`src/rtl/sla_pkg.sv`:
```
package sla_pkg;

  localparam int LEN_W    = 32;
  localparam int SEG_W    = 31;
  localparam int SHIFT_W  = 5;
  localparam int TOTAL_W  = 38;
  localparam int ID_W     = 48;
  localparam int OFF_W    = 30;
  localparam int CNT_W    = 11;  // holds a batch count up to the largest batch size
  localparam int ENTRY_W  = 1 + LEN_W;
  localparam int CFG_IDX_W = 2;

  localparam logic [CFG_IDX_W-1:0] REG_SEGMENT_BYTES = 2'd0;
  localparam logic [CFG_IDX_W-1:0] REG_BLOCK_SHIFT   = 2'd1;

  localparam logic [SEG_W-1:0]   SEGMENT_BYTES_RST = 31'd4194304;
  localparam logic [SHIFT_W-1:0] BLOCK_SHIFT_RST   = 5'd12;

  localparam logic [ID_W-1:0]    ID_MAX    = {ID_W{1'b1}};
  localparam logic [SEG_W-1:0]   USED_MAX  = {SEG_W{1'b1}};
  localparam logic [TOTAL_W-1:0] TOTAL_MAX = {TOTAL_W{1'b1}};

  // one closed batch handed from the front to the back
  typedef struct packed {
    logic               bank;
    logic [CNT_W-1:0]   count;
    logic [TOTAL_W-1:0] total;
  } batch_desc_t;

  // buffer entry: last flag, raw length
  typedef struct packed {
    logic             last;
    logic [LEN_W-1:0] len;
  } batch_entry_t;

endpackage

```
`src/rtl/sla_front.sv`:
```
module sla_front
  import sla_pkg::*;
#(
  parameter int MAX_BATCH = 64,
  localparam int IW = (MAX_BATCH > 1) ? $clog2(MAX_BATCH) : 1,
  localparam int AW = IW + 1
) (
  input  logic                clk,
  input  logic                rst,
  input  logic [SEG_W-1:0]    segment_bytes,
  input  logic [SHIFT_W-1:0]  block_shift,
  input  logic                in_valid,
  output logic                in_ready,
  input  logic [LEN_W-1:0]    in_len,
  input  logic                in_last,
  output logic                desc_push,
  output batch_desc_t         desc,
  input  logic                release_valid,
  input  logic                release_bank,
  input  logic [AW-1:0]       rd_addr,
  output batch_entry_t        rd_data
);

  localparam int CW = $clog2(MAX_BATCH + 1);
  localparam logic [CW-1:0] LAST_FILL = CW'(MAX_BATCH - 1);

  batch_entry_t mem [2**AW];

  logic [1:0]       busy;
  logic [1:0]       busy_next;
  logic             wbank;
  logic [CW-1:0]    fill;

  // stage B registers
  logic             b_valid;
  logic [AW-1:0]    b_addr;
  batch_entry_t     b_entry;
  logic [LEN_W-1:0] b_aligned;
  logic             b_close;
  logic [CW-1:0]    b_count;
  logic             b_bank;
  logic [TOTAL_W-1:0] total;

  logic             accept;
  logic             close;
  logic [LEN_W:0]   bs;
  logic [LEN_W-1:0] mask;
  logic [LEN_W:0]   rnd_sum;
  logic [LEN_W-1:0] aligned;
  logic [TOTAL_W:0] tsum;
  logic [TOTAL_W-1:0] tsat;

  assign in_ready = !busy[wbank];
  assign accept   = in_valid && in_ready;
  assign close    = in_last || (fill == LAST_FILL);

  always_comb begin
    bs      = (LEN_W+1)'(1) << block_shift;
    mask    = LEN_W'(bs - (LEN_W+1)'(1));
    rnd_sum = {1'b0, in_len} + {1'b0, mask};
    if (in_len == '0) begin
      aligned = '0;
    end else if ({1'b0, in_len} >= {2'b0, segment_bytes}) begin
      aligned = {1'b0, segment_bytes};
    end else begin
      aligned = rnd_sum[LEN_W-1:0] & ~mask;
    end
  end

  always_comb begin
    tsum = {1'b0, total} + (TOTAL_W+1)'(b_aligned);
    tsat = tsum[TOTAL_W] ? TOTAL_MAX : tsum[TOTAL_W-1:0];
  end

  always_comb begin
    busy_next = busy;
    if (accept && close) begin
      busy_next[wbank] = 1'b1;
    end
    if (release_valid) begin
      busy_next[release_bank] = 1'b0;
    end
  end

  always_ff @(posedge clk) begin
    if (rst) begin
      busy    <= '0;
      wbank   <= 1'b0;
      fill    <= '0;
      b_valid <= 1'b0;
      total   <= '0;
    end else begin
      b_valid <= accept;
      busy    <= busy_next;
      if (accept) begin
        if (close) begin
          fill  <= '0;
          wbank <= !wbank;
        end else begin
          fill <= fill + CW'(1);
        end
      end
      if (b_valid) begin
        total <= b_close ? '0 : tsat;
      end
    end
  end

  always_ff @(posedge clk) begin
    if (accept) begin
      b_addr    <= {wbank, fill[IW-1:0]};
      b_entry   <= '{last: in_last, len: in_len};
      b_aligned <= aligned;
      b_close   <= close;
      b_count   <= fill + CW'(1);
      b_bank    <= wbank;
    end
  end

  always_ff @(posedge clk) begin
    if (b_valid) begin
      mem[b_addr] <= b_entry;
    end
    rd_data <= mem[rd_addr];
  end

  assign desc_push  = b_valid && b_close;
  assign desc.bank  = b_bank;
  assign desc.count = CNT_W'(b_count);
  assign desc.total = tsat;

endmodule

```
`config.mk`:
```
export PLATFORM = sky130hd
export DESIGN_NAME = sla_front
export DESIGN_NICKNAME = d
export VERILOG_FILES = /design/src/rtl/sla_pkg.sv /design/src/rtl/sla_front.sv
export SDC_FILE = /design/constraint.sdc
export NUM_CORES = 2
export LEC_CHECK = 0
export CELL_PAD_IN_SITES_DETAIL_PLACEMENT = 1
export CELL_PAD_IN_SITES_GLOBAL_PLACEMENT = 1
export CORE_MARGIN = 3
export CORE_UTILIZATION = 57
export DETAILED_ROUTE_END_ITERATION = 6
export DONT_BUFFER_PORTS = 1
export HOLD_SLACK_MARGIN = 0.05
export PLACE_DENSITY_LB_ADDON = 0.1
export SYNTH_ARGS = -nofsm -noshare
export SYNTH_HDL_FRONTEND = slang
export SYNTH_MEMORY_MAX_BITS = 65536
export SYNTH_SLANG_ARGS = --single-unit
```
`constraint.sdc`:
```
create_clock -name clk -period 4.72 [get_ports clk]
set_input_delay 0.236 -clock clk [delete_from_list [all_inputs] [get_ports clk]]
set_output_delay 0.236 -clock clk [all_outputs]
set_load 0.01 [all_outputs]
```
After elaboration in Yosys (flattened, before gate mapping)
Memories as Yosys holds them, arrays and structs flattened. A register that Yosys moved wholly into a read port is not among the register bits.
Cells that the tools add are included.
{"block": "word_totals", "ff_bits": 130, "ram_bits": 4224, "elab_cells": 55, "n_memories": 1}
{"memory": "mem", "depth": 128, "word_bits": 33, "read_ports": 1, "rd_ports_with_merged_regs": 1, "wr": 1, "line": "sla_front.sv:27", "text": "batch_entry_t mem [2**AW];"}
{"block": "classes", "n_addsub": 4, "order_cmp": 5, "n_eq_ne": 1, "n_shift": 1, "n_mux": 14, "n_bitwise": 5, "n_reduce_logical": 11}
{"cell": "2-to-1 mux 38 bit", "n": 2}
{"cell": "adder 38 x 32 -> 39 bit", "n": 1}
{"cell": "adder 32 bit", "n": 1}
{"cell": "bitwise AND 32 bit", "n": 1}
{"cell": "greater-or-equal comparator 32 x 31 -> 1 bit", "n": 1}
{"cell": "zero test 32 bit", "n": 1}
{"cell": "inverter 32 bit", "n": 1}
{"cell": "left shift 1 x 5 -> 32 bit (first input constant)", "n": 1}
{"cell": "subtractor 32 x 1 -> 32 bit (second input constant)", "n": 1}
{"cell": "2-to-1 mux 31 bit", "n": 1}
{"cell": "adder 7 x 1 -> 7 bit (second input constant)", "n": 1}
{"cell": "equality test 7 x 6 -> 1 bit (second input constant)", "n": 1}
{"cell": "2-to-1 mux 7 bit", "n": 1}
{"cell": "2-to-1 mux 1 bit", "n": 6}
{"cell": "logical AND 1 bit", "n": 5}
{"cell": "< comparator 1 x 2 -> 1 bit (second input constant)", "n": 2}
{"cell": "2-to-1 mux 2 bit", "n": 2}
{"cell": "bitwise AND 2 bit", "n": 1}
{"cell": "demux 1 bit (select 1 bit)", "n": 2}
{"cell": "greater-or-equal comparator 1 bit (second input constant)", "n": 2}
{"cell": "zero test 1 bit", "n": 2}
{"cell": "inverter 2 bit", "n": 1}
{"cell": "bitwise OR 2 bit", "n": 1}
{"cell": "AND reduction 2 bit", "n": 1}
{"cell": "2 further kinds", "n": 2}

Longest topological paths before layout
{"block": "logic_depth", "depth_word": 8, "ltp_mapped": 18, "mapped_depth_nobuf": 16}

Least setup slack after synthesis
No wires, ideal clock.
{"block": "synth_path", "kind": "input to register", "from": "input block_shift[1]", "to": "register b_aligned[31], data pin", "setup_ns": 0.268, "arrival_ns": 3.986, "setup_slack_ns": 0.466, "stages": 17, "path_buffers": 4, "path_cell_list": "clkbuf_1 -> buf_1 -> nand3b_1 -> ha_1 -> buf_1 -> clkbuf_1 -> nand2_1 -> o22ai_1 -> ha_1 -> a21oi_1 -> o21ai_0 -> a21o_1 -> a2111o_1 -> a211oi_1 -> o31ai_1 -> a2111oi_0 -> nor3_1"}
{"block": "synth_between", "elab_chain_len": 4, "elab_cells_between_ends": 5, "cone_classes": "add/sub: 2; shift: 1; bitwise: 2"}
{"element": "start, declared", "line": "sla_front.sv:11", "text": "input logic [SHIFT_W-1:0] block_shift,"}
{"element": "left shift 1 x 5 -> 32 bit *", "line": "sla_front.sv:58", "text": "bs = (LEN_W+1)'(1) << block_shift;"}
{"element": "subtractor 32 x 1 -> 32 bit *", "line": "sla_front.sv:59", "text": "mask = LEN_W'(bs - (LEN_W+1)'(1));"}
{"element": "adder 32 bit / inverter 32 bit (equally long branches)", "line": "sla_front.sv:60, sla_front.sv:66"}
{"element": "bitwise AND 32 bit *", "line": "sla_front.sv:66", "text": "aligned = rnd_sum[LEN_W-1:0] & ~mask;"}
{"element": "end signal, assigned", "line": "sla_front.sv:113", "text": "b_aligned <= aligned;"}
{"element": "end, declared", "line": "sla_front.sv:38", "text": "logic [LEN_W-1:0] b_aligned;"}
Every way passes the cells marked *; elsewhere a longest branch is shown, timed or not.
A chain may end at the register's enable or synchronous reset.

==> metrics.txt <==
CP Class=reg2out; multi-input logic area=39560 µm²; area post-placement=178800 µm²; Syn Std Cell Area=171200 µm²; fin area=194800 µm²; Clock transition at path regs=0.07 ns; fraction of the mapped netlist area in adder cells=0.7468%; switching share of power=21.52%; die area=307000 µm²; NumNets Final=8061; EDFF count, synth=4304; first-pass GRT wire length=667300 µm; Max FO, Critical Path=6; input/output buffers=0; post-synth cell types=80; CP delay by family, top=compound AO/OA/AOI/OAI gates; DR vias=83410; clk buf depth=4; final wirelength=468700 µm; global route total overflow=0; Post-Synth XOR/XNOR Area=0.2353%; metal2 WL=224900 µm; Rows=200; layout cells sized above 1=31.28%; Ys Warns=0; Final Skew=0.05088 ns; NetSw=0.01785 W; WL met1=180900 µm; post-detail-place hpwl=261900 µm; Total GRT Usage=30.86%; CTS tree=built; main combinational cell family by area after synthesis=multiplexers; DR pass1 iterations=5; Post-Syn Instances=7345; PwrDens=425.7 nW/µm²; Max Clk Rate=223.2 MHz; max-cap check violation count=0; total CTS buffers=434; initial antenna violation count=74; WHS Path Cells=3; Worst path max stage delay=0.55 ns; Fin. Hold Viols=0; Worst setup SP type=register; crit-path cells=ha_1 -> inv_1 -> fa_1 -> nor2b_2 -> o21bai_1 -> a31o_1 -> a311o_1 -> or4_4 -> a21oi_4 -> and3_1 -> mux2_4; worst vdd ir=0.0003381 V; Avg Vias per Cell=6.810; flops & latches, synth=4386; critical path's slowest cell=or4_4; fin crit period=4.479 ns; internal power=0.06509 W; CTS sink count=4386; Yosys top cell area share=75.48%; largest net degree at the start of global routing=262; core area=297800 µm²; Filler cells=23120; Worst EP required=4.48 ns; Ports=166; r2r worst-path depth=4; average wire per standard cell=38.27 µm; status=completed; RSZ-0062 raised after global routing=false; Leak Pwr=61.33 nW; Die Span Y=554.1 µm; vias in the first global route=87180; Post-synth ARST share=0%; gpl congestion=0.8531; Initial Util=57.50%; sequential-to-total area share from yosys stat=76.44%; DRC viols=0; register area=130900 µm²; Final period util=94.90%; leading area contributor after synthesis=edfxtp_1; Buf/Inv on CP=1; Hold Path Class=in2reg; Setup-failing EPs final=0; DR WL met3=46920 µm; Mean Syn Cell Area=23.31 µm²; Flop pwr share=52.1%; Synth Area in Compound Gates=1.456%; Relative slew margins=10.07%; Pins Over Slew Limit=0; Synth-to-Final Area Change=13.79%; clock power share=42.0%; critical path arrival=4.24 ns; Top Layer Used=met5; Levels on crit path=11; clock root buffer=clkbuf_16; Die X=554.1 µm; top cells by area, synth=edfxtp_1 (75%), mux4_2 (18%), dfxtp_1 (0.96%); Setup Total Neg Slack=0 ns; mux cell area share after synthesis=18.51%; most common flop cell mapped by yosys=edfxtp_1; H-tree depth=5; combinational power share=5.9%; actual slew at the worst max-slew pin=1.349 ns; CP Capture Type=output pin; Pwr Total=0.08294 W; Antenna Nets Post-Route=0; Simple-Gate Fraction of Synth Area=1.552%; clock latency on the worst-skew pair=0.95 ns; DRT iter0 DRCs=11650; hold slack=0.03434 ns
synth_stat cells, types with 11 or more instances:
library cell,instances
ha_1,99
and3_1,23
nand4_1,22
clkbuf_1,236
nand2_1,129
or3_1,11
a22o_1,27
nand2b_1,12
a21oi_1,113
a21o_1,39
dfxtp_1,82
buf_1,43
a211oi_1,14
mux2_2,33
inv_1,55
mux4_2,1386
a31oi_1,18
nor4_1,15
edfxtp_1,4304
xnor2_1,24
xor2_1,22
o21ai_0,65
nor2_1,205
buf_2,99
nor2b_1,20
o21a_1,15
nand3_1,36
nor3_1,43
state kept, by name (all words and copies together) (netlist names):
name       flops
b_addr         7
busy           2
b_entry       33
wbank          1
mem         4224
fill           7
b_valid        1
b_close        1
b_aligned     32
rd_data       33
total         38
b_count        7
area by class of cell:
cell class | instances | area share (%)
clock buffers | 533 | 5.909
well taps | 3939 | 2.530
diodes | 59 | 0.07578
inverters | 56 | 0.1092
repair buffers | 480 | 2.440
clock inverters | 274 | 1.449
multi-input cells | 2521 | 20.31
flip-flops and latches | 4386 | 67.18
placed cells by master (no fill, tap or decap), types with 11 or more instances in the layout:
cell           count
xnor2_1           24
o21a_1            15
nand2b_1          12
nor2_4           119
nor3_1            32
nor2_1            84
clkinvlp_4        14
ha_1              98
o21ai_0           63
clkinv_4          11
diode_2           59
nand2_1          126
xor2_1            22
inv_1             55
and3_1            23
buf_4            282
edfxtp_1        4304
clkinv_1          78
dlygate4sd3_1    137
a22o_1            27
nand4_1           22
nor2b_1           19
a21o_1            38
bufinv_16         51
nand3_1           32
a211oi_1          13
clkinv_2         100
a21oi_1          112
or3_1             11
clkbuf_1          80
a31oi_1           17
clkbuf_16        442
buf_12            55
mux2_2            33
nor3_2            12
dfxtp_1           82
clkbuf_8          11
mux4_2          1386
nor4_1            14
stage by stage:
step	worst slack [ns]	instances	utilization (%)
after detailed placement	0.1354	11240	60.04
after global routing	0.02052	12240	65.41
after floorplan	0.4662	7348	-
after global placement	0.1046	11240	60.04
after CTS	0.002273	12190	65.36
final	0.2406	12250	65.42
power by group through the flow:
| stage | clock, W | sequential, W | combinational (W) |
|---|---|---|---|
| after floorplan | 0 | 0.0443 | 0.00259 |
| after global placement | 0 | 0.0441 | 0.00445 |
| after detailed placement | 0 | 0.0441 | 0.00457 |
| after CTS | 0.0353 | 0.0433 | 0.00482 |
| after global routing | 0.0369 | 0.0432 | 0.00512 |
| final | 0.0348 | 0.0433 | 0.00486 |
tightest hold or removal path: stages:
cell    delay, ns
buf_16       0.17
mux4_2       0.38
mux2_2       0.14
path summary, 6_finish.rpt:
kind	startpoint	end	slack (ns)
worst max-delay path	total[0]$_SDFFE_PP0P_	desc[36]	0.24
worst min-delay path	rd_addr[3]	rd_data[32]$_DFF_P_	0.03
worst max register to register	b_addr[3]$_DFFE_PP_	mem[72][32]$_DFFE_PP_	1.01
worst min register to register	total[31]$_SDFFE_PP0P_	total[31]$_SDFFE_PP0P_	0.49
kinds of logic (layout without fill, tap and decap cells):
kind of cell | after synthesis | in the layout
AND/OR/NAND/NOR | 563 | 563
flip-flops | 4386 | 4386
AO/OA/AOI/OAI | 378 | 378
multiplexers | 1429 | 1429
XOR/XNOR | 46 | 46
adder cells (fa/ha/maj) | 101 | 101
buffers and inverters | 441 | 1343
other | 1 | 63
routing by layer:
metal,global-route usage (%),up-vias
li1,-,32730
met1,45.18,45330
met2,47.82,4689
met3,5.800,653
met4,10.42,10
met5,0,-
what timing repair did:
| action | CTS | global route |
|---|---|---|
| hold buffers | 141 | 0 |
| buffers inserted | 0 | 2 |
| resized for setup | 3 | 12 |
| endpoints found under the setup margin | 11 | 14 |
| hold endpoints to repair | 148 | 0 |
| pin swaps | 0 | 1 |
No activity file was read; power rests on OpenSTA's default activity.
