===== src/rtl/sla_pkg.sv =====
package sla_pkg;

  localparam int LEN_W    = 32;
  localparam int SEG_W    = 31;
  localparam int SHIFT_W  = 5;
  localparam int TOTAL_W  = 38;
  localparam int ID_W     = 48;
  localparam int OFF_W    = 30;
  localparam int CNT_W    = 11;  // holds a batch count up to the largest batch size
  localparam int ENTRY_W  = 1 + LEN_W;
  localparam int CFG_IDX_W = 2;

  localparam logic [CFG_IDX_W-1:0] REG_SEGMENT_BYTES = 2'd0;
  localparam logic [CFG_IDX_W-1:0] REG_BLOCK_SHIFT   = 2'd1;

  localparam logic [SEG_W-1:0]   SEGMENT_BYTES_RST = 31'd4194304;
  localparam logic [SHIFT_W-1:0] BLOCK_SHIFT_RST   = 5'd12;

  localparam logic [ID_W-1:0]    ID_MAX    = {ID_W{1'b1}};
  localparam logic [SEG_W-1:0]   USED_MAX  = {SEG_W{1'b1}};
  localparam logic [TOTAL_W-1:0] TOTAL_MAX = {TOTAL_W{1'b1}};

  // one closed batch handed from the front to the back
  typedef struct packed {
    logic               bank;
    logic [CNT_W-1:0]   count;
    logic [TOTAL_W-1:0] total;
  } batch_desc_t;

  // buffer entry: last flag, raw length
  typedef struct packed {
    logic             last;
    logic [LEN_W-1:0] len;
  } batch_entry_t;

endpackage


===== src/rtl/sla_queue.sv =====
module sla_queue
  import sla_pkg::*;
(
  input  logic        clk,
  input  logic        rst,
  input  logic        push,
  input  batch_desc_t push_desc,
  input  logic        pop,
  output logic        nonempty,
  output batch_desc_t head
);

  batch_desc_t slot [2];
  logic        rptr;
  logic        wptr;
  logic [1:0]  count;

  assign nonempty = (count != 2'd0);
  assign head     = slot[rptr];

  always_ff @(posedge clk) begin
    if (rst) begin
      rptr  <= 1'b0;
      wptr  <= 1'b0;
      count <= 2'd0;
    end else begin
      if (push && count != 2'd2) begin
        wptr <= !wptr;
      end
      if (pop && nonempty) begin
        rptr <= !rptr;
      end
      case ({push && count != 2'd2, pop && nonempty})
        2'b10:   count <= count + 2'd1;
        2'b01:   count <= count - 2'd1;
        default: count <= count;
      endcase
    end
  end

  always_ff @(posedge clk) begin
    if (push && count != 2'd2) begin
      slot[wptr] <= push_desc;
    end
  end

endmodule


===== config.mk =====
export PLATFORM = sky130hd
export DESIGN_NAME = sla_queue
export DESIGN_NICKNAME = d
export VERILOG_FILES = /design/src/rtl/sla_pkg.sv /design/src/rtl/sla_queue.sv
export SDC_FILE = /design/constraint.sdc
export NUM_CORES = 1
export LEC_CHECK = 0
export BUFFER_PORTS_ARGS = -buffer_cell sky130_fd_sc_hd__buf_2
export CAP_MARGIN = 20
export CORE_ASPECT_RATIO = 1.1
export CORE_MARGIN = 5
export CORE_UTILIZATION = 45
export CTS_CLUSTER_DIAMETER = 30
export DETAILED_ROUTE_END_ITERATION = 10
export GPL_ROUTABILITY_DRIVEN = 0
export PLACE_DENSITY = 0.7
export SLEW_MARGIN = 20
export SYNTH_ARGS = -nofsm -noshare
export SYNTH_HDL_FRONTEND = slang
export SYNTH_SLANG_ARGS = --single-unit

===== constraint.sdc =====
create_clock -name clk -period 4.5 [get_ports clk]
set_input_delay 1.125 -clock clk [delete_from_list [all_inputs] [get_ports clk]]
set_output_delay 1.125 -clock clk [all_outputs]
set_load 0.05 [all_outputs]

; ---- Word level (Yosys, flattened, before mapping)
; Memory sizes are Yosys's and may differ from the RTL's. A register that Yosys moved wholly into a read port is not among the register bits.
; Cells that the tools add are included.
[totals]
register_bits = 4
latchBits = 0
ram_bits = 100
rom_bits = 0
input_bits = 54
output_inout_bits = 51
n_memories = 1
[op_classes]
n_addsub = 2
multipliers = 0
n_div = 0
order_cmp = 0
n_eq_ne = 3
n_shift = 0
n_mux = 5
n_bitwise = 0
reduce_logical = 6
[mem_list]
columns = memory, words, word_bits, rd, rd_ports_with_merged_regs, write_ports, line
row1 = slot, 2, 50, 1, 1, 1, sla_queue.sv:13  ; batch_desc_t slot [2];
[op_table]
columns = cell, n
row1 = $mux 1, 4
row2 = $pmux 2 s2, 1
row3 = $reduce_bool 2->1, 2
row4 = $add 2x1->2 const B, 1
row5 = $eq 2x1->1 const B, 1
row6 = $eq 2x2->1 const B, 1
row7 = $logic_and 1x1->1, 2
row8 = $logic_not 1->1, 2
row9 = $ne 2x2->1 const B, 1
row10 = $sub 2x1->2 const B, 1

; ---- Longest topological paths before layout
; Gate-level depths: netlist of run 1.
[depth]
ltp_word = 4
ltp_mapped = 6
ltp_nobuf = 6

; ---- Worst setup path after synthesis of run 1
; OpenSTA, ideal clock, no wires.
[synth_path]
path_type = input to register
from = in push
to = mem slot[1][0] (netlist name) (enable)
t_arrival_ps = 3287
slack_ps = 755
cell_stages = 2
path_cell_list = nand2_1 nor2_1
[synth_via]
elab_chain_cells = 3
[synth_rtl]
columns = item, line
row1 = start: declaration, sla_queue.sv:6  ; input logic push,
row2 = $logic_and 1x1->1, sla_queue.sv:42  ; if (push && count != 2'd2) begin
row3 = $mux 1, sla_queue.sv:42
row4 = $mux 1 (implied by the code), sla_queue.sv:43  ; slot[wptr] <= push_desc;
row5 = end: declaration, sla_queue.sv:13
; No other way between the ends.

==> impl_metrics.env, run 1 <==
export IMPL_overflow=0
export IMPL_cts_hold_buffers=0
export IMPL_path_buf_inv=1
export IMPL_yosysWarnings=0
export IMPL_synth_top_cell_area_share_pct=78.7
export IMPL_grt_pass1_wl_um=10100
export IMPL_grt_max_degree=51
export IMPL_antenna_cells=0
export IMPL_min_delay_start="count[1]"
export IMPL_dr_pass1_iters=4
export IMPL_setup_tns_ps=0
export IMPL_stdcell_area_um2=4660
export IMPL_slowest_stage="dfxtp_4"
export IMPL_ios=105
export IMPL_clkTransAtPathRegs_ps=90
export IMPL_skew_ps=10.6
export IMPL_finalNetCount=347
export IMPL_synth_compound_area_share_pct=0.787
export IMPL_cts_path_max_buffers=2
export IMPL_cp_start_kind="flop"
export IMPL_final_cell_mix="104 x buf_2, 100 x edfxtp_1, 50 x mux2_2, 9 x clkbuf_8, 4 x dfxtp_1"
export IMPL_drv_cap=0
export IMPL_cts_resized=0
export IMPL_dpl_cell_area_um2=4480
export IMPL_cts_root_buf="clkbuf_8"
export IMPL_period_minus_slack_ps=2930
export IMPL_max_clock_freq_mhz=341
export IMPL_p_total_mw=2.98
export IMPL_rsz0062_at_grt="false"
export IMPL_wirelength_um=6550
export IMPL_maxSlewViolCount=0
export IMPL_max_slew_margin_rel_pct=42.2
export IMPL_crit_arrival_ps=1800
export IMPL_numCtsBuffers=9
export IMPL_crit_fanout=50
export IMPL_port_buffers=104
export IMPL_wl_per_cell_um=16.1
export IMPL_drive_gt1_share_pct=58.9
export IMPL_clock_latency_ps=350
export IMPL_syn_avg_cell_area_um2=21.1
export IMPL_tightest_slew_ps=864
export IMPL_postCtsSetupRepairBufs=0
export IMPL_synth_cells=181
export IMPL_netlist_area_um2=3810
export IMPL_path_delay_family="flip-flops"
export IMPL_core_um2=8320
export IMPL_synth_seq_cells=105
export IMPL_drc=0
export IMPL_final_common_cell="buf_2"
export IMPL_rows=35
export IMPL_power_density_nw_per_um2=639
export IMPL_dieHeight_um=107
export IMPL_cpPeakStageDelay_ps=800
export IMPL_worstPathRequired_ps=3380
export IMPL_yosys_area_share_simple_pct=1.12
export IMPL_postRouteAntennaNets=0
export IMPL_syn2layout_area_growth_pct=22.2
export IMPL_vias_per_cell=4.75
export IMPL_synth_fa_ha_area_share_pct=0.328
export IMPL_leakage_nw=1.73
export IMPL_tritoncts="built"
export IMPL_vias=1940
export IMPL_grt_use_total_pct=12.6
export IMPL_finish_utilization_pct=56.0
export IMPL_drtIter0Drc=58
export IMPL_dieWidth_um=97.8
export IMPL_crit_path_end_kind="primary output"
export IMPL_crit_chain="mux2_2 -> buf_2"
export IMPL_status="finished clean"
export IMPL_setup_slack_ps=1570
export IMPL_hold_violations=0
export IMPL_start_util_pct=45.8
export IMPL_syn_nets=236
export IMPL_synth_area_leader_cell="edfxtp_1"
export IMPL_cts_sinks=105
export IMPL_irDropWorstVdd_uv=385
export IMPL_synth_xor_area_share_pct=0.689
export IMPL_setup_viol=0
export IMPL_htree_levels=3
export IMPL_die_area_um2=10400
export IMPL_final_fill_count=690
export IMPL_synth_top_family_by_area="multiplexers"
export IMPL_period_share_pct=65.1
export IMPL_place_ws_ps=1630
export IMPL_yosys_top_cells_area="edfxtp_1 79%, mux2_2 15%, dfxtp_1 2.6%"
export IMPL_yosysUniqueCellTypes=19
export IMPL_grt_pass1_vias=2085
export IMPL_dp_hpwl_um=4400
export IMPL_yosysSeqAreaShare_pct=81.4
export IMPL_critical_path_class="reg -> out"
export IMPL_grt_antenna_before_repair=1
export IMPL_synthMuxAreaShare_pct=14.8
export IMPL_hold_path_class="reg -> reg"
export IMPL_r2r_start="count[0]"
[kinds of logic (layout without fill, tap and decap cells)]
group | Yosys count | in the layout
xor+xnor | 3 | 3
compound gates | 5 | 5
flops | 105 | 105
mux | 50 | 50
fa+ha+maj | 1 | 1
buf+inv | 8 | 124
simple gates | 9 | 9
[tightest hold or removal path, cell delays in order, from the launching register on]
cell	delay (ps)
dfxtp_1	350
o21ai_0	80
a21oi_1	60
[worst paths after layout]
| path | end | slack [ps] | cells after the start |
|---|---|---|---|
| max reg2reg | slot[1][14] | 2350 | 4 |
| min reg2reg | count[1] | 520 | 2 |
| max | head[22] | 1570 | 2 |
| min | count[1] | 520 | 2 |
[registers in the layout (all words and copies together) (netlist names), named ones only]
| register | count |
|---|---|
| rptr | 1 |
| wptr | 1 |
| count | 2 |
| slot | 100 |
[layer usage]
layer,track usage (%),vias to the layer above,share of wire (%)
met5,0,-,0.20
met4,5.34,2,1.5
met3,2.89,11,5.0
met2,23.1,53,55
met1,13.9,944,38
li1,-,930,-
[metrics by stage]
| stage | cells | hold slack [ps] |
|---|---|---|
| 5_1_grt | 408 | 583 |
| 6_report | 408 | 522 |
| 3_3_place_gp | 391 | 495 |
| 3_5_place_dp | 392 | 508 |
| 4_1_cts | 408 | 530 |
| 2_1_floorplan | 181 | 474 |
[synth_stat cells, drive strengths merged]
cell and n:
a21o 1, a21oi 2, buf 5, clkbuf 1, dfxtp 5, edfxtp 100
ha 1, inv 2, mux2 50, nand2 1, nand2b 1, nand3 1
nor2 4, o21a 1, o21ai 1, or2 1, or3 1, xnor2 2
xor2 1
[where the power goes]
group          internal [mW]  leakage [nW]  switching, mW
clock                  0.209        0.0892          0.308
sequential              1.24         0.977          0.102
combinational          0.330         0.660          0.794
total                   1.78          1.73           1.20
[cell type report]
| cell class | count | area (µm²) | area share, % |
|---|---|---|---|
| clock buffer | 10 | 128 | 2.74 |
| clock inverter | 6 | 50.0 | 1.07 |
| inverter | 2 | 7.51 | 0.161 |
| multi-input combinational | 68 | 682 | 14.6 |
| sequential | 105 | 3110 | 66.7 |
| tap | 111 | 139 | 2.98 |
| timing repair buffer | 106 | 548 | 11.8 |
(Power assumes the default switching activity.)
==> run 2: changes to the inputs <==
- ABC_AREA: not set -> 1
- PLACE_DENSITY: 0.7 -> 0.69
- clock period: 4.5 -> 3 ns (I/O delays scaled with it)
==> impl_metrics.env, run 2 <==
export IMPL_overflow=0
export IMPL_synth_area_leader_cell="edfxtp_1"
export IMPL_cts_path_max_buffers=2
export IMPL_final_common_cell="buf_2"
export IMPL_rsz0062_at_grt="false"
export IMPL_critical_path_class="reg -> out"
export IMPL_antenna_cells=0
export IMPL_syn_nets=249
export IMPL_syn_avg_cell_area_um2=21.2
export IMPL_ios=105
export IMPL_synth_top_cell_area_share_pct=73.0
export IMPL_grt_pass1_vias=2102
export IMPL_max_slew_margin_rel_pct=68.2
export IMPL_port_buffers=104
export IMPL_drv_cap=0
export IMPL_period_share_pct=86.1
export IMPL_slowest_stage="dfxtp_4"
export IMPL_postRouteAntennaNets=0
export IMPL_timing_rr_end="slot[1][48]"
export IMPL_irDropWorstVdd_uv=378
export IMPL_drive_gt1_share_pct=56.1
export IMPL_maxSlewViolCount=0
export IMPL_netlist_area_um2=4110
export IMPL_clkTransAtPathRegs_ps=90
export IMPL_crit_fanout=32
export IMPL_yosysWarnings=0
export IMPL_yosys_top_cells_area="edfxtp_1 73%, mux2_4 18%, buf_12 2.4%"
export IMPL_clock_latency_ps=360
export IMPL_synth_flop_cell="edfxtp_1"
export IMPL_grt_pass1_wl_um=10600
export IMPL_grt_antenna_before_repair=1
export IMPL_crit_path_end_kind="primary output"
export IMPL_worstPathRequired_ps=2250
export IMPL_yosysUniqueCellTypes=13
export IMPL_synth_cells=194
export IMPL_stdcell_area_um2=4960
export IMPL_drc=0
export IMPL_syn2layout_area_growth_pct=20.7
export IMPL_largest_reg_flops=100
export IMPL_vias=2014
export IMPL_crit_arrival_ps=1830
export IMPL_dr_pass1_iters=4
export IMPL_start_util_pct=46.3
export IMPL_hold_path_class="reg -> reg"
export IMPL_setup_viol=0
export IMPL_cts_sinks=105
export IMPL_synth_edf_count=100
export IMPL_htree_levels=3
export IMPL_numCtsBuffers=9
export IMPL_cp_start_kind="flop"
export IMPL_cpPeakStageDelay_ps=600
export IMPL_max_clock_freq_mhz=387
export IMPL_holdPathStages=2
export IMPL_finalNetCount=362
export IMPL_rows=36
export IMPL_final_cell_mix="104 x buf_2, 100 x edfxtp_1, 50 x mux2_4, 9 x nor2_1, 9 x clkbuf_8"
export IMPL_largestRegisters="slot (100), count (2)"
export IMPL_dieHeight_um=110
export IMPL_final_fill_count=710
export IMPL_grt_use_total_pct=12.7
export IMPL_skew_ps=7.05
export IMPL_drtIter0Drc=34
export IMPL_cts_hold_buffers=0
export IMPL_yosysSeqAreaShare_pct=75.5
export IMPL_vias_per_cell=4.73
export IMPL_wl_per_cell_um=16.2
export IMPL_postCtsSetupRepairBufs=0
export IMPL_dieWidth_um=101
export IMPL_top_register="slot"
export IMPL_path_delay_family="flip-flops"
export IMPL_die_area_um2=11200
export IMPL_dp_hpwl_um=4710
export IMPL_path_buf_inv=2
export IMPL_leakage_nw=1.99
export IMPL_grt_max_degree=35
export IMPL_synth_seq_cells=105
export IMPL_tritoncts="built"
export IMPL_status="finished clean"
export IMPL_async_flop_share_pct=0
export IMPL_cts_resized=0
export IMPL_power_density_nw_per_um2=828
export IMPL_r2r_start="count[0]"
export IMPL_wirelength_um=6900
export IMPL_reg2reg_slack_ps=1290
export IMPL_reg2reg_depth=5
export IMPL_min_delay_start="rptr"
export IMPL_cts_root_buf="clkbuf_8"
export IMPL_hold_violations=0
export IMPL_dpl_cell_area_um2=4730
export IMPL_synth_most_common_cell="edfxtp_1"
export IMPL_period_minus_slack_ps=2580
export IMPL_crit_chain="buf_12 -> mux2_4 -> buf_2"
export IMPL_netlist_top_cells_count="100 x edfxtp_1, 50 x mux2_4, 10 x nor2_1"
export IMPL_setup_tns_ps=0
export IMPL_tightest_slew_ps=476
export IMPL_core_um2=8870
-- run 2: kinds of logic after synthesis --
kind of cell             share of synthesized area, %
adder cells (fa/ha/maj)                         0.304
flip-flops                                       75.5
buffers and inverters                            3.53
multiplexers                                     18.3
AO/OA/AOI/OAI                                   0.639
AND/OR/NAND/NOR                                  1.80
-- run 2: per-stage QoR --
stage / std cells / setup WS, ps / hold WS (ps) / util [%] / power [mW]
floorplan: 194 / 290 / 465 / - / 2.97
global placement: 410 / 792 / 477 / 53.3 / 3.15
detailed placement: 410 / 778 / 498 / 53.3 / 3.17
CTS: 426 / 375 / 530 / 55.9 / 4.17
global route: 426 / 311 / 542 / 55.9 / 4.29
finish: 426 / 417 / 514 / 55.9 / 4.11
-- run 2: worst register-to-register path, cell delays in order (launching register included) --
cell	delay [ps]
dfxtp_1	360
inv_1	110
a21boi_2	180
nand2_1	100
inv_2	360
buf_12	280
-- run 2: power by group --
part,total (mW),internal (mW),switching (mW)
sequential,1.86,1.79,0.0739
clock,0.995,0.551,0.444
combinational,1.25,0.414,0.839
total,4.11,2.76,1.36
-- run 2: worst max path at each step --
stage | endpoint | startpoint | cells past startpoint
finish | head[45] | flop | 3
global route | head[2] | flop | 3
CTS | head[45] | flop | 3
detailed placement | head[45] | flop | 3
global placement | head[45] | flop | 3
floorplan | slot[0][0] | push | 3
-- run 2: metal layers --
metal	GRT usage [%]	share of wire [%]
met5	0	0.19
met4	5.79	2.2
met3	4.53	7.4
met2	20.6	50
met1	15.3	40
-- run 2: cell type report --
class	count	area (µm²)	share of cell area [%]
Clock buffer	10	128	2.57
Clock inverter	6	106	2.14
Inverter	9	33.8	0.681
Multi-Input combinational cell	74	871	17.5
Sequential cell	105	3110	62.6
Tap cell	114	143	2.87
Timing Repair Buffer	108	576	11.6
