`src/rtl/sla_pkg.sv`:
```
package sla_pkg;

  localparam int LEN_W    = 32;
  localparam int SEG_W    = 31;
  localparam int SHIFT_W  = 5;
  localparam int TOTAL_W  = 38;
  localparam int ID_W     = 48;
  localparam int OFF_W    = 30;
  localparam int CNT_W    = 11;  // holds a batch count up to the largest batch size
  localparam int ENTRY_W  = 1 + LEN_W;
  localparam int CFG_IDX_W = 2;

  localparam logic [CFG_IDX_W-1:0] REG_SEGMENT_BYTES = 2'd0;
  localparam logic [CFG_IDX_W-1:0] REG_BLOCK_SHIFT   = 2'd1;

  localparam logic [SEG_W-1:0]   SEGMENT_BYTES_RST = 31'd4194304;
  localparam logic [SHIFT_W-1:0] BLOCK_SHIFT_RST   = 5'd12;

  localparam logic [ID_W-1:0]    ID_MAX    = {ID_W{1'b1}};
  localparam logic [SEG_W-1:0]   USED_MAX  = {SEG_W{1'b1}};
  localparam logic [TOTAL_W-1:0] TOTAL_MAX = {TOTAL_W{1'b1}};

  // one closed batch handed from the front to the back
  typedef struct packed {
    logic               bank;
    logic [CNT_W-1:0]   count;
    logic [TOTAL_W-1:0] total;
  } batch_desc_t;

  // buffer entry: last flag, raw length
  typedef struct packed {
    logic             last;
    logic [LEN_W-1:0] len;
  } batch_entry_t;

endpackage

```
`src/rtl/sla_back.sv`:
```
module sla_back
  import sla_pkg::*;
#(
  parameter int MAX_BATCH = 64,
  localparam int IW = (MAX_BATCH > 1) ? $clog2(MAX_BATCH) : 1,
  localparam int AW = IW + 1
) (
  input  logic               clk,
  input  logic               rst,
  input  logic [SEG_W-1:0]   segment_bytes,
  input  logic [SHIFT_W-1:0] block_shift,
  input  logic               desc_valid,
  input  batch_desc_t        desc,
  output logic               desc_pop,
  output logic               release_valid,
  output logic               release_bank,
  output logic [AW-1:0]      rd_addr,
  input  batch_entry_t       rd_data,
  output logic               out_valid,
  input  logic               out_ready,
  output logic [ID_W-1:0]    out_id,
  output logic [OFF_W-1:0]   out_offset,
  output logic [LEN_W-1:0]   out_len,
  output logic               out_placed,
  output logic               out_last
);

  localparam logic [1:0] S_IDLE  = 2'd0;
  localparam logic [1:0] S_REQ   = 2'd1;
  localparam logic [1:0] S_PLACE = 2'd2;

  logic [1:0]         state;
  logic               bank;
  logic [CNT_W-1:0]   count;
  logic [CNT_W-1:0]   idx;
  logic [ID_W-1:0]    cur_seg;
  logic [ID_W-1:0]    next_seg;
  logic [SEG_W-1:0]   used;

  logic               batch_fits;
  logic [TOTAL_W:0]   batch_end;
  logic               batch_open;
  logic [LEN_W:0]     bs;
  logic [LEN_W-1:0]   mask;
  logic [LEN_W:0]     rnd_sum;
  logic [LEN_W-1:0]   aligned;
  logic [LEN_W-1:0]   eff;
  logic [SEG_W+1:0]   sum;
  logic               blk_open;
  logic [LEN_W-1:0]   used_raw;
  logic [SEG_W-1:0]   used_new;
  logic               slot_free;
  logic               emit;
  logic               item_last;

  assign slot_free = !out_valid || out_ready;
  assign desc_pop  = (state == S_IDLE) && desc_valid;
  assign emit      = (state == S_PLACE) && slot_free;
  assign item_last = (idx + CNT_W'(1) == count);
  assign release_valid = emit && item_last;
  assign release_bank  = bank;
  assign rd_addr       = {bank, idx[IW-1:0]};

  always_comb begin
    batch_fits = (desc.total != '0) && (desc.total <= TOTAL_W'(segment_bytes));
    batch_end  = {1'b0, desc.total} + (TOTAL_W+1)'(used);
    batch_open = (cur_seg == '0) ||
                 (batch_fits && (batch_end > (TOTAL_W+1)'(segment_bytes)));
  end

  // placement length from the registers in force when the batch is placed
  always_comb begin
    bs      = (LEN_W+1)'(1) << block_shift;
    mask    = LEN_W'(bs - (LEN_W+1)'(1));
    rnd_sum = {1'b0, rd_data.len} + {1'b0, mask};
    if (rd_data.len == '0) begin
      aligned = '0;
    end else if ({1'b0, rd_data.len} >= {2'b0, segment_bytes}) begin
      aligned = {1'b0, segment_bytes};
    end else begin
      aligned = rnd_sum[LEN_W-1:0] & ~mask;
    end
    // a zero segment size leaves the block at its raw length
    eff = (aligned == '0) ? rd_data.len : aligned;
  end

  always_comb begin
    sum      = (SEG_W+2)'(used) + (SEG_W+2)'(eff);
    blk_open = (cur_seg == '0) || (sum > (SEG_W+2)'(segment_bytes));
    used_raw = blk_open ? eff : sum[LEN_W-1:0];
    // used < 2^31 and eff may reach 2^32-1, so sum needs 33 bits
    if (!blk_open && sum[SEG_W+1]) begin
      used_new = USED_MAX;
    end else if (used_raw[LEN_W-1]) begin
      used_new = USED_MAX;
    end else begin
      used_new = used_raw[SEG_W-1:0];
    end
  end

  always_ff @(posedge clk) begin
    if (rst) begin
      state     <= S_IDLE;
      cur_seg   <= '0;
      next_seg  <= ID_W'(1);
      used      <= '0;
      out_valid <= 1'b0;
      idx       <= '0;
    end else begin
      out_valid <= emit || (out_valid && !out_ready);
      case (state)
        S_IDLE: begin
          if (desc_valid) begin
            idx   <= '0;
            state <= S_REQ;
            if (batch_open) begin
              cur_seg <= next_seg;
              if (next_seg != ID_MAX) next_seg <= next_seg + ID_W'(1);
              used <= '0;
            end
          end
        end
        S_REQ: begin
          state <= S_PLACE;
        end
        S_PLACE: begin
          if (slot_free) begin
            if (rd_data.len != '0) begin
              used <= used_new;
              if (blk_open) begin
                cur_seg <= next_seg;
                if (next_seg != ID_MAX) next_seg <= next_seg + ID_W'(1);
              end
            end
            if (item_last) begin
              state <= S_IDLE;
            end else begin
              idx   <= idx + CNT_W'(1);
              state <= S_REQ;
            end
          end
        end
        default: state <= S_IDLE;
      endcase
    end
  end

  always_ff @(posedge clk) begin
    if (desc_pop) begin
      bank  <= desc.bank;
      count <= desc.count;
    end
    if (emit) begin
      out_last <= rd_data.last;
      if (rd_data.len == '0) begin
        out_id     <= '0;
        out_offset <= '0;
        out_len    <= '0;
        out_placed <= 1'b0;
      end else begin
        out_id     <= blk_open ? next_seg : cur_seg;
        out_offset <= blk_open ? '0 : used[OFF_W-1:0];
        out_len    <= rd_data.len;
        out_placed <= 1'b1;
      end
    end
  end

endmodule

```
`config.mk`:
```
export PLATFORM = sky130hd
export DESIGN_NAME = sla_back
export DESIGN_NICKNAME = d
export VERILOG_FILES = /design/src/rtl/sla_pkg.sv /design/src/rtl/sla_back.sv
export SDC_FILE = /design/constraint.sdc
export NUM_CORES = 1
export LEC_CHECK = 0
export BUFFER_PORTS_ARGS = -buffer_cell sky130_fd_sc_hd__buf_2
export CORE_MARGIN = 10
export CORE_UTILIZATION = 45
export CTS_BUF_LIST = sky130_fd_sc_hd__clkbuf_8
export CTS_CLUSTER_SIZE = 20
export DETAILED_ROUTE_END_ITERATION = 16
export PLACE_DENSITY = 0.78
export SLEW_MARGIN = 25
export SYNTH_ARGS = -nofsm -noshare
export SYNTH_HDL_FRONTEND = slang
export SYNTH_SLANG_ARGS = --single-unit
export TNS_END_PERCENT = 10
```
`constraint.sdc`:
```
create_clock -name clk -period 13.3 [get_ports clk]
set_input_delay 1.33 -clock clk [delete_from_list [all_inputs] [get_ports clk]]
set_output_delay 1.33 -clock clk [all_outputs]
set_load 0.005 [all_outputs]
```
Yosys cells after proc, flatten, opt, wreduce, memory -nomap -nowiden
Cells that the tools add are included.
{ "totals": {"output_inout_bits": 123, "register_bits": 265, "input_bits": 123} }
{ "op_classes": {"n_reduce_logical": 26, "add_sub_neg": 6, "n_lt_le_gt_ge": 4, "n_mux": 33, "shifts": 1, "bitwise_logic": 2, "eq_ne": 10} }
{ "op_table": {"columns": ["cell", "n"], "rows": [
  ["48-bit 2-to-1 mux", 11],
  ["48-bit one-hot mux with 2 select lines", 2],
  ["31-bit 2-to-1 mux", 6],
  ["32-bit 2-to-1 mux", 4],
  ["32-bit logical NOT", 2],
  ["31-bit one-hot mux with 2 select lines", 1],
  ["48-bit by 1-bit adder with 48-bit output (second input constant)", 1],
  ["48-bit logical NOT", 1],
  ["48-bit inequality test (second input constant)", 1],
  ["38-bit by 31-bit adder with 39-bit output", 1],
  ["39-bit by 31-bit greater-than comparator with 1-bit output", 1],
  ["38-bit by 31-bit <= comparator with 1-bit output", 1],
  ["38-bit nonzero test", 1],
  ["31-bit by 32-bit adder with 33-bit output", 1],
  ["33-bit by 31-bit greater-than comparator with 1-bit output", 1],
  ["11-bit 2-to-1 mux", 3],
  ["32-bit adder", 1],
  ["32-bit AND", 1],
  ["32-bit by 31-bit >= comparator with 1-bit output", 1],
  ["32-bit inverter", 1],
  ["32-bit nonzero test", 1],
  ["1-bit by 5-bit left shift with 32-bit output (first input constant)", 1],
  ["32-bit by 1-bit subtractor with 32-bit output (second input constant)", 1],
  ["11-bit one-hot mux with 2 select lines", 1],
  ["19 further kinds", 36]
]} }

Logic depth before layout (Yosys ltp)
Gate-level depths: netlist of the first run.
{ "logic_depth": {"ltp_word": 17, "ltp_mapped": 59} }

Worst setup path before layout of the first run
No wires, ideal clock.
{ "synth_timing": {"path_kind": "in2reg", "startpoint": "input port block_shift[3]", "endpoint": "register out_id[40] (data pin)", "t_arrival_ns": 12.233, "slack_ns": 0.801, "required_ns": 13.034, "setup_time_ns": 0.266, "path_stages": 54, "path_buffers": 9, "cell_sequence": "buf_2 -> buf_1 -> nor2_1 -> nand3_1 -> ha_1 -> clkbuf_1 -> clkbuf_1 -> nand2_1 -> o32ai_1 -> o2bb2ai_1 -> ha_1 -> nand2_1 -> o21ai_0 -> or2_2 -> nor4_1 -> o31a_1 -> xnor2_1 -> nor4_1 -> [... 18 more ...] -> nand2b_1 -> a21o_1 -> a21oi_1 -> xnor2_1 -> ha_1 -> nand2_1 -> nor4_1 -> nand3_1 -> a211oi_1 -> o21ai_0 -> a311oi_1 -> nand2_1 -> mux2i_4 -> nand2b_1 -> buf_2 -> buf_2 -> mux2i_1 -> nor2_1"} }
{ "synth_via": {"elab_chain_len": 12, "elab_cells_between_ends": 13, "classes_between": "add/sub: 3; order compare: 1; shift: 1; mux: 4; bitwise: 2; reduce/logical: 2"} }
{ "synth_lines": {"columns": ["item", "line_no", "source"], "rows": [
  ["from (decl)", "sla_back.sv:11", "input logic [SHIFT_W-1:0] block_shift,"],
  ["1-bit by 5-bit left shift with 32-bit output *", "sla_back.sv:73", "bs = (LEN_W+1)'(1) << block_shift;"],
  ["32-bit by 1-bit subtractor with 32-bit output *", "sla_back.sv:74", "mask = LEN_W'(bs - (LEN_W+1)'(1));"],
  ["32-bit adder or 32-bit inverter (tied branches)", "sla_back.sv:75, sla_back.sv:81", null],
  ["32-bit AND *", "sla_back.sv:81", "aligned = rnd_sum[LEN_W-1:0] & ~mask;"],
  ["32-bit 2-to-1 mux *", "sla_back.sv:78", "end else if ({1'b0, rd_data.len} >= {2'b0, segment_bytes}) begin"],
  ["32-bit 2-to-1 mux *", "sla_back.sv:76", "if (rd_data.len == '0) begin"],
  ["32-bit logical NOT", "sla_back.sv:84", "eff = (aligned == '0) ? rd_data.len : aligned;"],
  ["32-bit 2-to-1 mux *", "sla_back.sv:84", null],
  ["31-bit by 32-bit adder with 33-bit output *", "sla_back.sv:88", "sum = (SEG_W+2)'(used) + (SEG_W+2)'(eff);"],
  ["33-bit by 31-bit greater-than comparator with 1-bit output *", "sla_back.sv:89", "blk_open = (cur_seg == '0) || (sum > (SEG_W+2)'(segment_bytes));"],
  ["1-bit logical OR *", "sla_back.sv:89", null],
  ["48-bit 2-to-1 mux *", null, null],
  ["to (signal assigned)", "sla_back.sv:161", "out_id <= blk_open ? next_seg : cur_seg;"],
  ["to (decl)", "sla_back.sv:21", "output logic [ID_W-1:0] out_id,"]
]} }
Mark *: on every way between the ends. The rest lies on a longest branch, timed or not.
A chain may end at the register's enable or synchronous reset.

Worst setup path in the final report of the first run
{ "layout_timing": {"startpoint": "input port block_shift[2]", "endpoint": "register next_seg[11]"} }
{ "layout_via": {"elab_chain_len": 13, "elab_cells_between_ends": 14, "classes_between": "add/sub: 3; order compare: 1; eq/ne: 1; shift: 1; mux: 3; bitwise: 2; reduce/logical: 3"} }
{ "layout_lines": {"columns": ["item", "line_no", "source"], "rows": [
  ["1-bit by 5-bit left shift with 32-bit output *", "sla_back.sv:73", null],
  ["32-bit by 1-bit subtractor with 32-bit output *", "sla_back.sv:74", null],
  ["32-bit adder or 32-bit inverter (tied branches)", "sla_back.sv:75, sla_back.sv:81", null],
  ["32-bit AND *", "sla_back.sv:81", null],
  ["32-bit 2-to-1 mux *", "sla_back.sv:78", null],
  ["32-bit 2-to-1 mux *", "sla_back.sv:76", null],
  ["32-bit logical NOT", "sla_back.sv:84", null],
  ["32-bit 2-to-1 mux *", "sla_back.sv:84", null],
  ["31-bit by 32-bit adder with 33-bit output *", "sla_back.sv:88", null],
  ["33-bit by 31-bit greater-than comparator with 1-bit output *", "sla_back.sv:89", null],
  ["1-bit logical OR *", "sla_back.sv:89", null],
  ["2-bit inequality test (no source line) *", null, null],
  ["6-bit AND reduction (no source line) *", null, null],
  ["to (signal assigned)", "sla_back.sv:118", "if (next_seg != ID_MAX) next_seg <= next_seg + ID_W'(1);"],
  ["to (signal assigned)", "sla_back.sv:132", "if (next_seg != ID_MAX) next_seg <= next_seg + ID_W'(1);"],
  ["to (decl)", "sla_back.sv:37", "logic [ID_W-1:0] next_seg;"]
]} }
Marks and branches as above.

==> results.json, run 1 <==
{
  "cap_violations": 0,
  "yosys.area.top_type": "edfxtp_1",
  "peakVddDrop_v": 0.00007163,
  "gp_congestion": 1.028,
  "synth.most_common_cell": "ha_1",
  "synth_top_area_share_pct": 17.97,
  "die_h_um": 234.6,
  "worst_path_max_delay_cell": "a2111oi_2",
  "antenna_found_initial": 2,
  "min_period_ns": 12.49,
  "rsz0062_at_grt": "false",
  "drive_gt1_share_pct": 15.92,
  "placementRows": 78,
  "timing.hold.ws_ns": 0.4628,
  "viasPerCell": 6.183,
  "area_delta_synth_final_pct": 13.17,
  "yosys_warnings": 0,
  "fin_crit_sh_pct": 93.94,
  "fmax_mhz": 80.04,
  "syn_avg_cell_area_um2": 8.688,
  "critPathKind": "primary input to flip-flop",
  "postCtsSetupRepairBufs": 0,
  "netlist_top_cells_area": "edfxtp_1 18%, dfxtp_1 14%, ha_1 13%",
  "cts_resized": 0,
  "core_um2": 45480,
  "hold_class": "flip-flop to flip-flop",
  "grt_max_degree": 70,
  "setup_viol": 0,
  "cts_max_path_buffers": 3,
  "io_buffers": 245,
  "slowest_delay_ns": 0.52,
  "clock_skew_ns": 0.03534,
  "end_kind": "flip-flop",
  "status": "complete, no violations",
  "drt_iter0_drc": 2024,
  "yosysSeqAreaShare_pct": 31.59,
  "yosys.area_share.xor_xnor_pct": 4.269,
  "synth.distinct_cells": 84,
  "netlist_area_um2": 20720,
  "grt_use_total_pct": 26.57,
  "required_ns": 13.76,
  "clk_latency_ns": 0.64,
  "dr.pass1.iters": 5,
  "ant_nets": 0,
  "synth_top_family_by_area": "compound AO/OA/AOI/OAI gates",
  "die_w_um": 234.6,
  "overflow": 0,
  "synthTopCellsByCount": "223 x ha_1, 220 x nor2_1, 196 x a21oi_1",
  "drc_errors": 0,
  "vias": 19920,
  "powerDensity_nw_per_um2": 101.5,
  "wire_per_inst_um": 23.46,
  "clk_pin_slew_ns": 0.06,
  "final_max_slew_viol_count": 0,
  "synth_compound_area_share_pct": 20.22,
  "ys_async_sr_fraction_pct": 0,
  "cp_max_fo": 18,
  "postCtsHoldBufs": 0,
  "synthAdderAreaFrac_pct": 13.76,
  "syn_inst": 2385,
  "leakage_nw": 10.34,
  "hold_viol": 0,
  "io_pins": 246,
  "slew_headroom_pct": 26.10,
  "critPathArrivalTime_ns": 12.96,
  "initial_core_util_pct": 45.56,
  "r2r_setup_slack_ns": 6.50,
  "synth_ff_type": "dfxtp_1",
  "synth.mux.area_fraction_pct": 5.706,
  "yosys.area_share.simple_pct": 20.02,
  "grt_pass1_vias": 19260,
  "cts.sinks": 265,
  "cts_tree": "built",
  "hpwlAfterDp_mm": 58.91,
  "worst_slew_pin_slew_ns": 1.098,
  "dieArea_um2": 55030,
  "final_nets": 2931,
  "grt_pass1_wl_mm": 113.3,
  "syn_nets": 2734,
  "setup_tns_ns": 0,
  "synth-seq-cells": 265,
  "setup.worst_path.start_class": "primary input",
  "root_buffer": "clkbuf_8",
  "drt-total-wl_mm": 75.57,
  "synth_enable_flop_cells": 124,
  "cts_max_level": 2,
  "cts_inserted_buffers": 46,
  "fillers": 4270
}
## path summary, 6_finish.rpt
path	from	to	cells after the start
hold / removal	idx[10]$_SDFFE_PP0P_	idx[10]$_SDFFE_PP0P_	2
hold reg to reg	idx[10]$_SDFFE_PP0P_	idx[10]$_SDFFE_PP0P_	2
setup reg to reg	used[0]$_SDFFE_PP0P_	next_seg[11]$_SDFFE_PP0P_	27
setup / recovery	block_shift[2]	next_seg[11]$_SDFFE_PP0P_	51
## area by class of cell
class                   count  area [µm²]  share of cell area [%]
clock buffers              49       674.4                   2.876
diodes                      2       5.005                 0.02134
repair buffers            292        1632                   6.958
inverters                  82       307.8                   1.313
flip-flops and latches    265        6546                   27.92
clock inverters            36       201.4                  0.8590
multi-input cells        1895       13330                   56.86
well taps                 600       750.7                   3.201
## metrics by stage
| step | power (mW) | cells | area [µm²] | worst slack [ns] | utilization (%) |
|---|---|---|---|---|---|
| floorplan | 1.399 | 2385 | 20720 | 0.8010 | - |
| global placement | 1.628 | 3134 | 22540 | 0.2777 | 49.57 |
| detailed placement | 1.641 | 3134 | 22540 | 0.1195 | 49.57 |
| CTS | 2.378 | 3219 | 23420 | 0.6959 | 51.49 |
| global route | 2.493 | 3220 | 23450 | 0.07310 | 51.56 |
| finish | 2.380 | 3221 | 23450 | 0.8063 | 51.56 |
## flip-flops by register name (all words and copies together) (netlist names)
register / cells
cur_seg: 48
next_seg: 48
out_id: 48
out_len: 32
used: 31
out_offset: 30
count: 11
idx: 11
state: 2
out_last: 1
out_placed: 1
out_valid: 1
release_bank: 1
## logic make-up (layout without fill, tap and decap cells)
kind of cell | count (synthesis) | in the layout
XOR/XNOR | 101 | 101
flip-flops | 265 | 265
multiplexers | 115 | 115
other | 0 | 2
adder cells (fa/ha/maj) | 226 | 226
AND/OR/NAND/NOR | 817 | 817
buffers and inverters | 225 | 459
AO/OA/AOI/OAI | 636 | 636
## where the power goes
| part | internal, mW | leakage [nW] | switching, mW |
|---|---|---|---|
| Sequential | 0.872 | 2.33 | 0.0187 |
| Combinational | 0.287 | 7.52 | 0.471 |
| Clock | 0.364 | 0.484 | 0.367 |
| Total | 1.52 | 10.3 | 0.856 |
## routing by layer
layer | GRT usage, % | vias to the layer above | wire, µm
met5 | 0 | - | 0
met4 | 12.08 | 0 | 3543
met3 | 4.828 | 188 | 6404
met2 | 41.22 | 950 | 33330
met1 | 35.43 | 9508 | 32290
li1 | - | 9270 | -
## cells in the final DEF, fill, tap and decap left out, types with 9 or more instances in the layout
master	netlist	routed
o21bai_1	17	17
mux2i_1	99	99
nand2_1	153	153
or2_2	11	11
clkbuf_8	0	49
nor2b_1	44	42
a32o_1	16	16
xor2_1	31	31
dfxtp_1	141	141
or3_1	15	15
o31ai_1	19	19
a31o_2	10	10
nor4_1	49	48
a211oi_1	13	11
and2_1	15	15
nand4_1	52	52
inv_1	81	96
buf_4	14	44
nand2b_1	43	42
edfxtp_1	124	124
nand3_1	61	61
buf_2	19	244
or4_1	16	16
o211ai_1	13	13
xnor2_1	70	70
ha_1	223	222
a31oi_1	13	13
and3_1	65	65
a21o_1	83	83
nor3_1	39	39
o21ai_0	123	121
o21a_1	25	25
a21oi_1	196	196
a221o_1	9	9
nor2_1	220	217
clkinv_1	0	9
## worst max-delay path, delay by kind of cell
kind	cells	cell delay, ns
AO/OA/AOI/OAI	20	4.83
XOR/XNOR	2	0.40
adder cells (fa/ha/maj)	4	1.14
buffers and inverters	5	0.99
multiplexers	1	0.32
AND/OR/NAND/NOR	19	3.92
Power figures use the tool's default switching activity.
==> run 2: changes to the inputs <==
Settings changed: REMOVE_ABC_BUFFERS set to 1.
==> results.json, run 2 (same netlist as run 1, synthesis figures left out) <==
{
  "powerDensity_nw_per_um2": 104.6,
  "drc_errors": 0,
  "mostFrequentLayoutCells": "244 x buf_2, 222 x ha_1, 217 x nor2_1, 196 x a21oi_1, 153 x nand2_1",
  "timing.hold.ws_ns": 0.4756,
  "clk_latency_ns": 0.68,
  "gp_congestion": 1.007,
  "drt_iter0_drc": 2016,
  "initial_core_util_pct": 45.56,
  "drt-total-wl_mm": 72.93,
  "die_h_um": 234.6,
  "hpwlAfterDp_mm": 56.82,
  "grt_use_total_pct": 25.57,
  "postCtsHoldBufs": 0,
  "viasPerCell": 6.163,
  "slew_headroom_pct": 37.08,
  "overflow": 0,
  "power_mw": 2.473,
  "antenna_found_initial": 16,
  "drive_gt1_share_pct": 16.18,
  "p_sw_mw": 0.8685,
  "mostFrequentLayoutCell": "buf_2",
  "power.internal_mw": 1.605,
  "clk_pin_slew_ns": 0.06,
  "worst_slew_pin_slew_ns": 0.9438,
  "final_nets": 2937,
  "min_period_ns": 12.80,
  "fillers": 4335,
  "p_sw_share_pct": 35.12,
  "hold_class": "flip-flop to flip-flop",
  "slowest_delay_ns": 0.65,
  "cts.sinks": 265,
  "placementRows": 78,
  "io_buffers": 245,
  "place_area_um2": 22550,
  "dieArea_um2": 55030,
  "comb_power_share_pct": 30.6,
  "critPathKind": "primary input to flip-flop",
  "hold_viol": 0,
  "final_max_slew_viol_count": 0,
  "pwr-share-clk_pct": 33.5,
  "die_w_um": 234.6,
  "cts_tree": "built",
  "end_kind": "flip-flop",
  "dr.pass1.iters": 6,
  "setup.worst_path.start_class": "primary input",
  "vias": 19930,
  "fin_area_um2": 23640,
  "grt_pass1_vias": 19160,
  "cts_max_level": 2,
  "ant_nets": 0,
  "setup_viol": 0,
  "cts_inserted_buffers": 48,
  "required_ns": 13.85,
  "pwr-share-seq_pct": 35.9,
  "largestRegisters": "cur_seg x48, next_seg x48, out_id x48",
  "cp_max_fo": 39,
  "leakage_nw": 10.47,
  "fin_crit_sh_pct": 96.25,
  "core_um2": 45480,
  "cts_max_path_buffers": 3,
  "fmax_mhz": 78.12,
  "grt_pass1_wl_mm": 110.3,
  "critPathArrivalTime_ns": 13.35,
  "area_delta_synth_final_pct": 14.06,
  "worst_path_max_delay_cell": "or4_1",
  "clock_skew_ns": 0.04091,
  "wire_per_inst_um": 22.55,
  "peakVddDrop_v": 0.00007282,
  "io_pins": 246,
  "root_buffer": "clkbuf_8",
  "status": "complete, no violations",
  "grt_max_degree": 87,
  "cap_violations": 0
}
==> run 2: per-stage QoR <==
stage | util (%) | worst slack [ns] | setup TNS, ns | std cells
after floorplan | - | -5.959 | -606.82 | 2242
after global placement | 49.59 | -0.5956 | -68.28 | 3137
after detailed placement | 49.59 | -0.7149 | -85.44 | 3137
after CTS | 51.79 | 0.05046 | 0 | 3225
after global routing | 51.96 | -0.009966 | -0.01293 | 3233
final | 51.97 | 0.4990 | 0 | 3234
==> run 2: layer usage <==
layer	GRT usage [%]	wire length (µm)	vias up
met5	0	97	-
met4	8.993	2218	16
met3	5.960	7011	175
met2	40.30	32880	924
met1	33.75	30720	9511
li1	-	-	9304
==> run 2: power by group through the flow <==
stage	Clock [mW]	Combinational, mW	Sequential [mW]
finish	0.829	0.756	0.889
global route	0.882	0.817	0.890
CTS	0.842	0.732	0.888
detailed placement	0	0.728	0.906
global placement	0	0.713	0.905
floorplan	0	0.492	0.903
==> run 2: layout make-up <==
cell class | count | area, µm² | area share [%]
Multi-Input combinational cell | 1895 | 13350 | 56.50
Sequential cell | 265 | 6546 | 27.70
Timing Repair Buffer | 296 | 1657 | 7.009
Tap cell | 600 | 750.7 | 3.176
Clock buffer | 52 | 715.7 | 3.028
Inverter | 82 | 307.8 | 1.302
Clock inverter | 36 | 285.3 | 1.207
Antenna cell | 8 | 20.02 | 0.08470
==> run 2: critical path, delay by kind of cell <==
kind	cells	cell delay (ns)
adders and majority gates	5	1.55
xor gates and xnor gates	1	0.16
AOI/OAI and AO/OA	19	4.72
buffers and inverters	4	0.66
muxes	3	1.09
and+or+nand+nor	16	3.78
==> run 2: path summary, 6_finish.rpt <==
check / startpoint / endpoint / slack (ns) / cells past startpoint
worst max-delay path: block_shift[2] / next_seg[27]$_SDFFE_PP0P_ / 0.50 / 48
worst min-delay path: idx[10]$_SDFFE_PP0P_ / idx[10]$_SDFFE_PP0P_ / 0.48 / 2
worst max register to register: used[0]$_SDFFE_PP0P_ / next_seg[27]$_SDFFE_PP0P_ / 6.27 / 27
worst min register to register: idx[10]$_SDFFE_PP0P_ / idx[10]$_SDFFE_PP0P_ / 0.48 / 2
==> run 2: what timing repair did <==
item | CTS | global route
setup buffers | 0 | 0
endpoints found under the setup margin | 8 | 204
resized for setup | 1 | 11
pin swaps | 0 | 0
